File: src/hw/rtl/packet_body_xor_checksum_top_macros.svh
// ---------------------------------------------------------------------------
// Assertion macros for the packet body XOR checksum block
// Shared concurrent-assertion forms used by the RTL modules.
// ---------------------------------------------------------------------------
`ifndef PACKET_BODY_XOR_CHECKSUM_TOP_MACROS_SVH
`define PACKET_BODY_XOR_CHECKSUM_TOP_MACROS_SVH

// Same-cycle implication, disabled during reset.
`define PBXC_ASSERT(label, clk, rst, ante, cons) \
   label: assert property (@(posedge clk) disable iff (rst) (ante) |-> (cons)) \
      else $error("pbxc assertion failed");

// Next-cycle implication, disabled during reset.
`define PBXC_ASSERT_NEXT(label, clk, rst, ante, cons) \
   label: assert property (@(posedge clk) disable iff (rst) (ante) |=> (cons)) \
      else $error("pbxc assertion failed");

`endif

File: src/hw/rtl/pbxc_pkg.sv
// ---------------------------------------------------------------------------
// pbxc_pkg
// Types and constants shared by the packet body XOR checksum modules.
// ---------------------------------------------------------------------------
package pbxc_pkg;

   localparam int LENGTH_BITS = 16;
   localparam logic [63:0] MIX_MASK = 64'h0000_0000_0000_0FFD;

   localparam int QUEUE_DEPTH = 2;
   localparam int QUEUE_PTR_W = (QUEUE_DEPTH > 1) ? $clog2(QUEUE_DEPTH) : 1;
   localparam int QUEUE_CNT_W = $clog2(QUEUE_DEPTH + 1);

   typedef logic [LENGTH_BITS-1:0] len_type;

   typedef enum logic [1:0] {
      KIND_EMPTY,
      KIND_GROUP,
      KIND_TAIL
   } kind_type;

   typedef struct packed {
      logic               func;
      logic [7:0]         data_in;
      logic [15:0]        body_length;
      logic signed [63:0] key;
      logic signed [63:0] verify_sum;
   } req_type;

   typedef struct packed {
      logic [7:0]         data_out;
      logic               data_valid;
      logic               last;
      logic signed [63:0] checksum;
      logic               check_ok;
   } rsp_type;

   // One classified byte handed from the front end to the back end.
   typedef struct packed {
      kind_type           kind;
      logic               first;
      logic               last;
      logic [2:0]         lane;
      logic [7:0]         data_out;
      logic [7:0]         plain;
      logic               dir;
      logic signed [63:0] key;
      logic signed [63:0] expected;
   } cmd_type;

   typedef struct packed {
      logic full;
      logic not_empty;
   } qstat_type;

endpackage

File: src/hw/rtl/pbxc_front.sv
// ---------------------------------------------------------------------------
// pbxc_front
// Accepts body bytes, tracks packet position, applies the key XOR and
// classifies each byte as empty packet, full-group byte or tail byte.
// ---------------------------------------------------------------------------
`include "packet_body_xor_checksum_top_macros.svh"

module pbxc_front (
   input  logic              clock,
   input  logic              reset,
   input  logic              req_valid,
   output logic              req_stall,
   input  pbxc_pkg::req_type req_data,
   input  pbxc_pkg::qstat_type qstat,
   output logic              push_valid,
   output pbxc_pkg::cmd_type push_cmd
);
   import pbxc_pkg::*;

   len_type            pos_ff, pos_in;
   len_type            plen_ff, plen_in;
   logic               dir_ff, dir_in;
   logic signed [63:0] key_ff, key_in;
   logic signed [63:0] exp_ff, exp_in;

   logic               accept;
   logic               first;
   len_type            plen_cur;
   len_type            full_end;
   len_type            pos_next;
   logic               dir_cur;
   logic signed [63:0] key_cur;
   logic signed [63:0] exp_cur;
   logic [2:0]         lane;
   logic [7:0]         key_byte;
   logic [7:0]         outb;
   logic               is_empty;
   logic               is_last;

   always_comb begin
      accept    = req_valid && !qstat.full;
      req_stall = qstat.full;

      first    = (pos_ff == '0);
      plen_cur = first ? LENGTH_BITS'(req_data.body_length) : plen_ff;
      dir_cur  = first ? req_data.func : dir_ff;
      key_cur  = first ? req_data.key : key_ff;
      exp_cur  = first ? req_data.verify_sum : exp_ff;

      lane     = pos_ff[2:0];
      key_byte = key_cur[{lane, 3'b000} +: 8];
      outb     = req_data.data_in ^ key_byte;
      full_end = plen_cur & ~LENGTH_BITS'(7);
      pos_next = pos_ff + LENGTH_BITS'(1);
      is_empty = first && (plen_cur == '0);
      is_last  = is_empty || (pos_next >= plen_cur) || (pos_next == '0);

      push_valid        = accept;
      push_cmd.first    = first;
      push_cmd.last     = is_last;
      push_cmd.lane     = lane;
      push_cmd.data_out = is_empty ? 8'h00 : outb;
      push_cmd.plain    = dir_cur ? outb : req_data.data_in;
      push_cmd.dir      = dir_cur;
      push_cmd.key      = key_cur;
      push_cmd.expected = exp_cur;
      priority if (is_empty) begin
         push_cmd.kind = KIND_EMPTY;
      end else if (pos_ff < full_end) begin
         push_cmd.kind = KIND_GROUP;
      end else begin
         push_cmd.kind = KIND_TAIL;
      end

      pos_in  = pos_ff;
      plen_in = plen_ff;
      dir_in  = dir_ff;
      key_in  = key_ff;
      exp_in  = exp_ff;
      if (accept) begin
         plen_in = plen_cur;
         dir_in  = dir_cur;
         key_in  = key_cur;
         exp_in  = exp_cur;
         // return to packet start after the last byte
         pos_in  = is_last ? '0 : pos_next;
      end
   end

   always_ff @(posedge clock) begin
      if (reset) begin
         pos_ff  <= '0;
         plen_ff <= '0;
         dir_ff  <= 1'b0;
      end else begin
         pos_ff  <= pos_in;
         plen_ff <= plen_in;
         dir_ff  <= dir_in;
      end
   end

   always_ff @(posedge clock) begin
      key_ff <= key_in;
      exp_ff <= exp_in;
   end

   `PBXC_ASSERT(a_pos_inside_packet, clock, reset, pos_ff != '0, pos_ff < plen_ff)
   `PBXC_ASSERT(a_push_only_with_room, clock, reset, push_valid, !qstat.full)

endmodule

File: src/hw/rtl/pbxc_queue.sv
// ---------------------------------------------------------------------------
// pbxc_queue
// Short register queue of classified bytes between front and back end.
// ---------------------------------------------------------------------------
`include "packet_body_xor_checksum_top_macros.svh"

module pbxc_queue (
   input  logic                clock,
   input  logic                reset,
   input  logic                push_valid,
   input  pbxc_pkg::cmd_type   push_cmd,
   input  logic                pop,
   output pbxc_pkg::cmd_type   pop_cmd,
   output pbxc_pkg::qstat_type qstat
);
   import pbxc_pkg::*;

   cmd_type                entry_ff [QUEUE_DEPTH];
   logic [QUEUE_PTR_W-1:0] wr_ptr_ff, wr_ptr_in;
   logic [QUEUE_PTR_W-1:0] rd_ptr_ff, rd_ptr_in;
   logic [QUEUE_CNT_W-1:0] count_ff, count_in;
   logic                   do_push;
   logic                   do_pop;

   always_comb begin
      qstat.full      = (count_ff == QUEUE_CNT_W'(QUEUE_DEPTH));
      qstat.not_empty = (count_ff != '0);
      do_push         = push_valid && !qstat.full;
      do_pop          = pop && qstat.not_empty;
      pop_cmd         = entry_ff[rd_ptr_ff];

      wr_ptr_in = wr_ptr_ff;
      rd_ptr_in = rd_ptr_ff;
      count_in  = count_ff;
      if (do_push) begin
         wr_ptr_in = (wr_ptr_ff == QUEUE_PTR_W'(QUEUE_DEPTH - 1)) ? '0
                                                : wr_ptr_ff + QUEUE_PTR_W'(1);
      end
      if (do_pop) begin
         rd_ptr_in = (rd_ptr_ff == QUEUE_PTR_W'(QUEUE_DEPTH - 1)) ? '0
                                                : rd_ptr_ff + QUEUE_PTR_W'(1);
      end
      unique case ({do_push, do_pop})
         2'b10:   count_in = count_ff + QUEUE_CNT_W'(1);
         2'b01:   count_in = count_ff - QUEUE_CNT_W'(1);
         default: count_in = count_ff;
      endcase
   end

   always_ff @(posedge clock) begin
      if (reset) begin
         wr_ptr_ff <= '0;
         rd_ptr_ff <= '0;
         count_ff  <= '0;
      end else begin
         wr_ptr_ff <= wr_ptr_in;
         rd_ptr_ff <= rd_ptr_in;
         count_ff  <= count_in;
      end
   end

   always_ff @(posedge clock) begin
      if (do_push) begin
         entry_ff[wr_ptr_ff] <= push_cmd;
      end
   end

   `PBXC_ASSERT(a_count_bounded, clock, reset, 1'b1, count_ff <= QUEUE_CNT_W'(QUEUE_DEPTH))
   `PBXC_ASSERT_NEXT(a_fills_up, clock, reset,
      do_push && !do_pop && count_ff == QUEUE_CNT_W'(QUEUE_DEPTH - 1), qstat.full)

endmodule

File: src/hw/rtl/pbxc_back.sv
// ---------------------------------------------------------------------------
// pbxc_back
// Folds classified bytes into the running checksum and registers results.
// ---------------------------------------------------------------------------
`include "packet_body_xor_checksum_top_macros.svh"

module pbxc_back (
   input  logic              clock,
   input  logic              reset,
   input  pbxc_pkg::cmd_type cmd,
   input  logic              cmd_valid,
   output logic              pop,
   output logic              rsp_valid,
   input  logic              rsp_stall,
   output pbxc_pkg::rsp_type rsp_data
);
   import pbxc_pkg::*;

   logic               rsp_valid_ff, rsp_valid_in;
   rsp_type            rsp_data_ff, rsp_data_in;
   logic signed [63:0] sum_ff, sum_in;
   logic [55:0]        gather_ff, gather_in;
   logic [63:0]        mix_ff, mix_in;

   logic               out_ready;
   logic signed [63:0] sum_base;
   logic [55:0]        gather_base;
   logic [63:0]        mix_base;
   logic signed [63:0] sum_new;
   logic [55:0]        gather_new;
   logic [63:0]        mix_new;

   always_comb begin
      out_ready = !rsp_valid_ff || !rsp_stall;
      pop       = cmd_valid && out_ready;

      // start every packet from a clean checksum
      sum_base    = cmd.first ? '0 : sum_ff;
      gather_base = cmd.first ? '0 : gather_ff;
      mix_base    = cmd.first ? '0 : mix_ff;

      sum_new    = sum_base;
      gather_new = gather_base;
      mix_new    = mix_base;
      unique case (cmd.kind)
         KIND_EMPTY: begin
            sum_new = '0;
         end
         KIND_GROUP: begin
            if (cmd.lane == 3'd7) begin
               sum_new    = sum_base ^ {cmd.plain, gather_base};
               gather_new = '0;
            end else begin
               for (int i = 0; i < 7; i++) begin
                  if (cmd.lane == 3'(i)) begin
                     gather_new[i*8 +: 8] = gather_base[i*8 +: 8] | cmd.plain;
                  end
               end
            end
         end
         KIND_TAIL: begin
            mix_new = ((mix_base >> 4) & MIX_MASK) ^ cmd.key;
            sum_new = (sum_base ^ {56'd0, cmd.plain}) + mix_new;
         end
         default: begin
            sum_new = sum_base;
         end
      endcase

      rsp_data_in.data_out   = cmd.data_out;
      rsp_data_in.data_valid = (cmd.kind != KIND_EMPTY);
      rsp_data_in.last       = cmd.last;
      rsp_data_in.checksum   = cmd.last ? sum_new : '0;
      rsp_data_in.check_ok   = cmd.last && cmd.dir && (sum_new == cmd.expected);

      sum_in    = pop ? sum_new : sum_ff;
      gather_in = pop ? gather_new : gather_ff;
      mix_in    = pop ? mix_new : mix_ff;

      priority if (pop) begin
         rsp_valid_in = 1'b1;
      end else if (!rsp_stall) begin
         rsp_valid_in = 1'b0;
      end else begin
         rsp_valid_in = rsp_valid_ff;
      end

      rsp_valid = rsp_valid_ff;
      rsp_data  = rsp_data_ff;
   end

   always_ff @(posedge clock) begin
      if (reset) begin
         rsp_valid_ff <= 1'b0;
         sum_ff       <= '0;
         gather_ff    <= '0;
         mix_ff       <= '0;
      end else begin
         rsp_valid_ff <= rsp_valid_in;
         sum_ff       <= sum_in;
         gather_ff    <= gather_in;
         mix_ff       <= mix_in;
      end
   end

   always_ff @(posedge clock) begin
      if (pop) begin
         rsp_data_ff <= rsp_data_in;
      end
   end

   `PBXC_ASSERT(a_ok_only_on_last, clock, reset, rsp_valid_ff && rsp_data_ff.check_ok,
      rsp_data_ff.last)
   `PBXC_ASSERT(a_empty_is_last, clock, reset, rsp_valid_ff && !rsp_data_ff.data_valid,
      rsp_data_ff.last && rsp_data_ff.checksum == '0)

endmodule

File: src/hw/rtl/packet_body_xor_checksum_top.sv
// ---------------------------------------------------------------------------
// packet_body_xor_checksum_top
// Streaming packet body cipher with 64-bit checksum and verify.
// ---------------------------------------------------------------------------
// One body byte is accepted per clock and one result item leaves per clock
// in steady state while rsp_stall stays low; each byte is registered in the
// queue and then in the back end's result register before its rsp_valid
// rises. That rate is set by the back end's combinational checksum update
// (byte XOR, plus mix update and 64-bit add on tail bytes). The first byte
// of a packet latches func, body_length, key and verify_sum; the other
// bytes ignore those fields. A packet with body_length zero takes one item
// and gives one result with data_valid low, last high and checksum zero. A
// two-entry queue sits between front and back end; in a steady stream one
// entry is in use, so req_ takes one more item after rsp_ stalls (two when
// starting from idle) before req_stall rises.
// ---------------------------------------------------------------------------
module packet_body_xor_checksum_top (
   input  logic              clock,
   input  logic              reset,
   input  logic              req_valid,
   output logic              req_stall,
   input  pbxc_pkg::req_type req_data,
   output logic              rsp_valid,
   input  logic              rsp_stall,
   output pbxc_pkg::rsp_type rsp_data
);
   import pbxc_pkg::*;

   qstat_type qstat;
   logic      push_valid;
   cmd_type   push_cmd;
   cmd_type   pop_cmd;
   logic      pop;

   pbxc_front u_front (
      .clock      (clock),
      .reset      (reset),
      .req_valid  (req_valid),
      .req_stall  (req_stall),
      .req_data   (req_data),
      .qstat      (qstat),
      .push_valid (push_valid),
      .push_cmd   (push_cmd)
   );

   pbxc_queue u_queue (
      .clock      (clock),
      .reset      (reset),
      .push_valid (push_valid),
      .push_cmd   (push_cmd),
      .pop        (pop),
      .pop_cmd    (pop_cmd),
      .qstat      (qstat)
   );

   pbxc_back u_back (
      .clock     (clock),
      .reset     (reset),
      .cmd       (pop_cmd),
      .cmd_valid (qstat.not_empty),
      .pop       (pop),
      .rsp_valid (rsp_valid),
      .rsp_stall (rsp_stall),
      .rsp_data  (rsp_data)
   );

endmodule

File: config.mk
export PLATFORM = sky130hd
export DESIGN_NAME = packet_body_xor_checksum_top
export DESIGN_NICKNAME = d
export VERILOG_FILES = /design/src/hw/rtl/pbxc_pkg.sv /design/src/hw/rtl/pbxc_front.sv /design/src/hw/rtl/pbxc_queue.sv /design/src/hw/rtl/pbxc_back.sv /design/src/hw/rtl/packet_body_xor_checksum_top.sv
export VERILOG_INCLUDE_DIRS = /design/src /design/src/hw/rtl
export SDC_FILE = /design/constraint.sdc
export NUM_CORES = 1
export LEC_CHECK = 0
export ABC_AREA = 0
export ABC_CLOCK_PERIOD_IN_PS = 9740
export BUFFER_PORTS_ARGS = -buffer_cell sky130_fd_sc_hd__buf_2
export CORE_ASPECT_RATIO = 1.4
export CORE_MARGIN = 1.5
export CORE_UTILIZATION = 50
export DETAILED_ROUTE_END_ITERATION = 12
export PLACE_DENSITY_LB_ADDON = 0.15
export SLEW_MARGIN = 20
export SYNTH_ARGS = -nofsm -noshare
export SYNTH_HDL_FRONTEND = slang
export SYNTH_HIERARCHICAL = 1
export SYNTH_SLANG_ARGS = --single-unit
File: constraint.sdc
create_clock -name clock -period 9.74 [get_ports clock]
set_clock_uncertainty 0.05 [all_clocks]
set_input_delay 0.487 -clock clock [delete_from_list [all_inputs] [get_ports clock]]
set_output_delay 0.487 -clock clock [all_outputs]
set_load 0.01 [all_outputs]
==> flow_summary.yaml, run 1 <==
worst_setup_path:
  crit_arrival_ns: 7.95
  cp_top_family: "compound AO/OA/AOI/OAI gates"
  reg2reg_to: "u_back/rsp_data[0]"
  cpMostUsedCell: "xnor2_1"
  crit_cells: 19
  rrSetupSlack_ns: 2.21
  startpoint_type: "register"
  worst-setup-path-type: "reg2reg"
  cpPeakStageDelay_ns: 0.65
  crit_path_max_fanout: 37
  path_cells: "mux2_4 -> inv_2 -> nand2_1 -> xnor2_1 -> ha_1 -> fa_1 -> a211oi_1 -> nor4b_2 -> o221ai_2 -> a2111oi_2 -> o21ai_1 -> nand2_1 -> xnor2_1 -> o22ai_1 -> xnor2_1 -> a2111oi_0 -> o311a_1 -> nand4b_1 -> nor4_2"
  crit_required_ns: 10.16
  r2r_cells: 19
  crit_path_end: "u_back/rsp_data[0]"
  cpMaxStageDelayCell: "o22ai_1"
  end_kind: "register"
  critPathBufInv: 1
global_route:
  overflow: 0
  grt_use_total_pct: 39.5
  grt_start_max_net_pins: 80
  grt_first_pass_wirelength_um: 224000
  grt_pass1_vias: 31468
  antenna_found_initial: 5
power:
  switching_share_pct: 45.2
  total_power_mw: 14.0
  clockPowerShare_pct: 20.6
  seqPwrFrac_pct: 32.2
  power_leakage_nw: 15.7
  p_int_mw: 7.69
  p_sw_mw: 6.33
  ir_drop_mv: 0.212
  combPwrFrac_pct: 47.2
  powerDensity_nw_per_um2: 326
die:
  ios: 234
  dieHeight_um: 333
  initial_utilization_pct: 50.6
  core_um2: 76700
  fp.dieW_um: 239
  dieArea_um2: 79400
  rows: 120
clocking:
  cts_tree: "yes"
  post_cts_buffers: 0
  cts_root_buf: "clkbuf_16"
  clk_path_buf_depth: 3
  clk_latency_ns: 0.67
  htreeDepth: 3
  hold_buffers: 0
  numCtsBuffers: 72
  numClockSinks: 677
  clk_pin_slew_ns: 0.06
  postCtsResizedCells: 0
logic_synthesis:
  synth-adder-area-share_pct: 2.34
  ys_seq_area_share_pct: 48.0
  synthArstFlopShare_pct: 0
  yosys_most_used_dff: "edfxtp_1"
  synth_top_area_share_pct: 39.2
  synth_compound_area_share_pct: 17.0
  ys_ff_latch: 677
  synth_xor_area_share_pct: 4.51
  synth_top_family_by_area: "simple AND/OR/NAND/NOR gates"
  ys_top_cells_by_area: "edfxtp_1, dfxtp_1, nand2_1"
  netlist_area_um2: 38800
  muxShareOfSynthArea_pct: 6.97
  syn_inst: 3904
  synthDistinctLibCells: 118
  synth-simple-area-share_pct: 17.0
  ys_warn_count: 6
  synth_top_area_cell: "edfxtp_1"
  synth_enable_flop_cells: 507
  syn_area_per_cell_um2: 9.95
  syn_nets: 4133
sta:
  fin_crit_sh_pct: 77.3
  hold_viol: 0
  timing.final.crit_period_ns: 7.53
  slew_headroom_pct: 26.0
  finalSetupViolCount: 0
  setup_tns_ns: 0
  max_freq_mhz: 133
  slew_violations: 0
  worstMarginPinSlew_ns: 1.10
  rsz0062_at_grt: "false"
  finalWorstSetupSlack_ns: 2.21
cells_and_area:
  layout_commonest_cell: "nand2_1"
  final_cell_mix: "nand2_1, edfxtp_1, nor2_1"
  layout-drive-gt1-share_pct: 16.8
  final_nets: 4221
  area_growth_pct: 10.8
  fin_area_um2: 43000
drt:
  drt-pass1-iter-count: 7
  ant_nets: 0
  drt-initial-drc-count: 3555
  drc: 0
  vias: 32839
  routed_wl_um: 159000
  wl_per_cell_um: 31.2
  via_per_inst: 6.45
place:
  placed_area_um2: 40600
  place_ws_ns: 2.37
  gp_congestion: 1.04
  dp_hpwl_um: 120000
  port_buffers: 233
hold_path:
  worstHoldPathType: "in2reg"
status:
  outcome: "completed"
job:
  maxCapViolations: 0
[power groups by stage]
stage          Combinational (mW)  Sequential [mW]  Clock [mW]
2_1_floorplan                4.04             4.48           0
3_3_place_gp                 6.41             4.55           0
3_5_place_dp                 6.40             4.56           0
4_1_cts                      6.44             4.51        2.92
5_1_grt                      6.88             4.58        3.02
6_report                     6.62             4.52        2.88
[final cells by class]
cell class	count	area [µm²]
fillers	6726	33700
diodes	2	5.00
clock buffers	89	1890
flip-flops and latches	677	18600
inverters	75	302
clock inverters	44	603
well taps	1037	1300
multi-input cells	2869	18700
repair buffers	297	1670
[worst register-to-register path, stage by stage (launching register included)]
cell       delay (ns)
dfxtp_4          0.61
mux2_4           0.56
inv_2            0.57
nand2_1          0.16
xnor2_1          0.16
ha_1             0.24
fa_1             0.41
a211oi_1         0.45
nor4b_2          0.13
o221ai_2         0.41
a2111oi_2        0.18
o21ai_1          0.47
nand2_1          0.33
xnor2_1          0.24
o22ai_1          0.65
xnor2_1          0.26
a2111oi_0        0.66
o311a_1          0.27
nand4b_1         0.20
nor4_2           0.33
[through the flow]
stage	utilization, %	instances	hold WS (ns)
2_1_floorplan	-	3904	0.399
3_3_place_gp	52.8	4955	0.425
3_5_place_dp	52.9	4955	0.432
4_1_cts	56.1	5088	0.0238
5_1_grt	56.1	5088	0.106
6_report	56.1	5090	0.0547
[cell usage after synthesis (14+ instances only)]
| cell type | instances |
|---|---|
| o21a_1 | 37 |
| nand2_1 | 565 |
| nand4_1 | 36 |
| mux2_2 | 174 |
| xnor2_1 | 135 |
| nor3_1 | 67 |
| o211ai_1 | 45 |
| o22ai_1 | 38 |
| mux2i_1 | 43 |
| a22oi_1 | 88 |
| buf_2 | 44 |
| o21ai_0 | 146 |
| nand2b_1 | 39 |
| and2_1 | 44 |
| buf_4 | 16 |
| buf_6 | 17 |
| inv_1 | 68 |
| a21boi_0 | 16 |
| ha_1 | 71 |
| a21oi_1 | 192 |
| edfxtp_1 | 507 |
| nor4_1 | 25 |
| nor2b_1 | 53 |
| a211oi_1 | 70 |
| a21o_1 | 26 |
| buf_1 | 19 |
| nand3_1 | 46 |
| or3_1 | 29 |
| clkbuf_1 | 185 |
| o2111ai_1 | 21 |
| nor2_1 | 396 |
| nor3b_1 | 14 |
| a31oi_1 | 25 |
| a221oi_1 | 19 |
| xor2_1 | 65 |
| and3_1 | 21 |
| o211a_1 | 19 |
| dfxtp_1 | 170 |
[per-layer routing]
layer / vias to the layer above / track usage [%] / wire, µm
li1: 14579 / - / -
met1: 15925 / 45.5 / 57100
met2: 1829 / 65.7 / 75700
met3: 500 / 6.71 / 12100
met4: 6 / 29.4 / 14000
met5: - / 0 / 44
[logic make-up (layout without fill, tap and decap cells)]
group	after synthesis	count (layout)
buffers and inverters	358	505
and+or+nand+nor	1423	1423
xor gates and xnor gates	200	200
DFF	677	677
other	0	2
AOI/OAI and AO/OA	938	938
adders and majority gates	72	72
muxes	236	236
[worst min-delay path by stage]
stage	startpoint	end	slack [ns]	depth (start not counted)
2_1_floorplan	u_back/sum_ff[32]	u_back/sum_ff[32]	0.40	2
5_1_grt	rsp_stall	u_back/rsp_valid	0.11	3
6_report	rsp_stall	u_back/rsp_valid	0.05	3
4_1_cts	rsp_stall	u_back/rsp_valid	0.02	3
3_5_place_dp	u_back/sum_ff[32]	u_back/sum_ff[32]	0.43	2
3_3_place_gp	u_back/sum_ff[42]	u_back/sum_ff[42]	0.42	2
[sequential cells by signal (all words and copies together), names as in the netlist, 2 cells and up, named ones only]
name and cells:
u_back/sum_ff 64, u_back/gather_ff 56, u_queue/count_ff 2, u_queue/entry_ff 304
u_front/key_ff 64, u_front/plen_ff 16, u_back/rsp_data 75, u_back/mix_ff 11
u_front/exp_ff 64, u_front/pos_ff 16
(Power assumes the default switching activity.)
==> run 2: changes to the inputs <==
ABC_CLOCK_PERIOD_IN_PS = 6900   (was 9740)
clock period = 6.9 ns   (was 9.74 ns; I/O delays follow)
==> run 2 against run 1 <==
Compared with the run above:
- critical path depth shrank 1
- clock power rose by 28%
- worst setup slack lost 2.2 ns
- fmax rose by 9.5%
- register-to-register slack got worse by 2.2 ns
- hold slack worse by 0.046 ns
- critical path type unchanged
- largest power group unchanged
==> flow_summary.yaml, run 2 (synthesized netlist as in run 1, its figures left out) <==
clocking:
  numCtsBuffers: 68
  clk_latency_ns: 0.66
  clk_pin_slew_ns: 0.06
  cts_root_buf: "clkbuf_16"
  htreeDepth: 3
  numClockSinks: 677
  cts_tree: "yes"
  clk_path_buf_depth: 3
sta:
  finalSetupViolCount: 0
  hold_viol: 0
  slew_violations: 0
  slew_headroom_pct: 16.1
  rsz0062_at_grt: "false"
  setup_tns_ns: 0
  fin_crit_sh_pct: 99.7
  max_freq_mhz: 145
  timing.final.crit_period_ns: 6.88
  worstMarginPinSlew_ns: 1.25
power:
  powerDensity_nw_per_um2: 449
  seqPwrFrac_pct: 32.6
  p_int_mw: 10.7
  p_sw_mw: 8.92
  ir_drop_mv: 0.281
  switching_share_pct: 45.5
  combPwrFrac_pct: 48.5
  power_leakage_nw: 16.0
  clockPowerShare_pct: 18.9
drt:
  via_per_inst: 6.42
  drt-pass1-iter-count: 9
  vias: 33256
  drt-initial-drc-count: 3757
  drc: 0
  routed_wl_um: 160000
  wl_per_cell_um: 31.0
  ant_nets: 0
worst_setup_path:
  cpPeakStageDelay_ns: 0.88
  path_cells: "buf_12 -> mux2_2 -> buf_4 -> inv_1 -> buf_4 -> buf_4 -> o21ai_0 -> and4_1 -> a2111oi_0 -> o2111ai_1 -> nor4_1 -> nand4_1 -> nor4_1 -> nand3_1 -> a2111oi_2 -> o2111ai_1 -> nor4_2 -> buf_4"
  cpMaxStageDelayCell: "a2111oi_0"
  crit_path_max_fanout: 54
  startpoint_type: "register"
  crit_required_ns: 7.36
  cpMostUsedCell: "buf_4"
  worst-setup-path-type: "reg2reg"
  end_kind: "register"
  crit_arrival_ns: 7.34
cells_and_area:
  layout-drive-gt1-share_pct: 16.9
  final_nets: 4311
  largest_reg_flops: 304
  fin_area_um2: 43600
  area_growth_pct: 12.3
  final_cell_mix: "nand2_1, edfxtp_1, nor2_1"
  layout_commonest_cell: "nand2_1"
  largest_register: "u_queue/entry_ff"
die:
  core_um2: 76700
  dieArea_um2: 79400
  initial_utilization_pct: 50.6
  ios: 234
  rows: 120
  dieHeight_um: 333
  fp.dieW_um: 239
global_route:
  grt_pass1_vias: 31642
  overflow: 0
  grt_use_total_pct: 40.0
  grt_first_pass_wirelength_um: 225000
  antenna_found_initial: 6
  grt_start_max_net_pins: 94
place:
  port_buffers: 233
  placed_area_um2: 40900
  gp_congestion: 1.10
  dp_hpwl_um: 121000
status:
  outcome: "completed"
hold_path:
  worstHoldPathType: "in2reg"
job:
  maxCapViolations: 0
[run 2: cell types whose count changed in the layout (fill, tap and decap cells not counted), sizes merged]
cell,change
buf,+38
bufinv,-5
clkbuf,+1
clkinv,-2
clkinvlp,-4
diode,+3
dlygate4sd3,+56
[run 2: worst max-delay path, delay by kind of cell (launching register included)]
kind	cells	cell delay [ns]
buf+inv	6	1.57
mux	1	0.61
flops	1	0.38
simple gates	6	2.14
compound gates	5	1.95
[run 2: final timing paths]
check                     from                 end  slack (ns)  cells after the start
min               req_data[25]  u_front/exp_ff[25]       0.008                      3
max reg2reg           register  u_back/rsp_data[0]        0.02                     18
min reg2reg  u_back/sum_ff[61]   u_back/sum_ff[61]        0.44                      2
max                   register  u_back/rsp_data[0]        0.02                     18
[run 2: final cells by class]
type                       count  area, µm²
sequential                   677      18600
timing repair buffer         391       2560
tap                         1037       1300
antenna                        5       12.5
inverter                      75        302
multi-input combinational   2869      18600
clock buffer                  90       1840
fill                        6762      33100
clock inverter                33        318
[run 2: metrics by stage]
stage / util [%] / total power [mW] / hold WS (ns) / instances / setup WS [ns]
6_report: 56.8 / 19.6 / 0.00827 / 5177 / 0.0192
5_1_grt: 56.8 / 20.2 / 0.0126 / 5172 / 0.162
4_1_cts: 56.8 / 19.3 / 0.000598 / 5172 / 0.361
3_5_place_dp: 53.3 / 15.6 / 0.433 / 4993 / 0.418
3_3_place_gp: 53.3 / 15.6 / 0.424 / 4993 / 0.618
2_1_floorplan: - / 12.0 / 0.364 / 3904 / 0.155
[run 2: layer usage]
metal / global-route usage [%] / part of all wire, % / vias up
met2: 64.9 / 47 / 1843
met1: 46.3 / 36 / 16116
met3: 7.55 / 8.0 / 528
li1: - / - / 14763
met4: 31.3 / 9.0 / 6
met5: 0 / 0.026 / -
[run 2: power groups by stage]
stage / Clock (mW) / Combinational, mW / Sequential (mW)
3_5_place_dp: 0 / 9.13 / 6.45
5_1_grt: 3.89 / 9.88 / 6.47
6_report: 3.69 / 9.50 / 6.39
4_1_cts: 3.74 / 9.20 / 6.38
2_1_floorplan: 0 / 5.71 / 6.30
3_3_place_gp: 0 / 9.15 / 6.44
[run 2: what timing repair did]
action                                 CTS  global route
hold buffers                            56             0
resized for setup                        0             0
endpoints found under the hold margin  159             0
setup endpoints to repair                0             0
setup buffers                            0             0
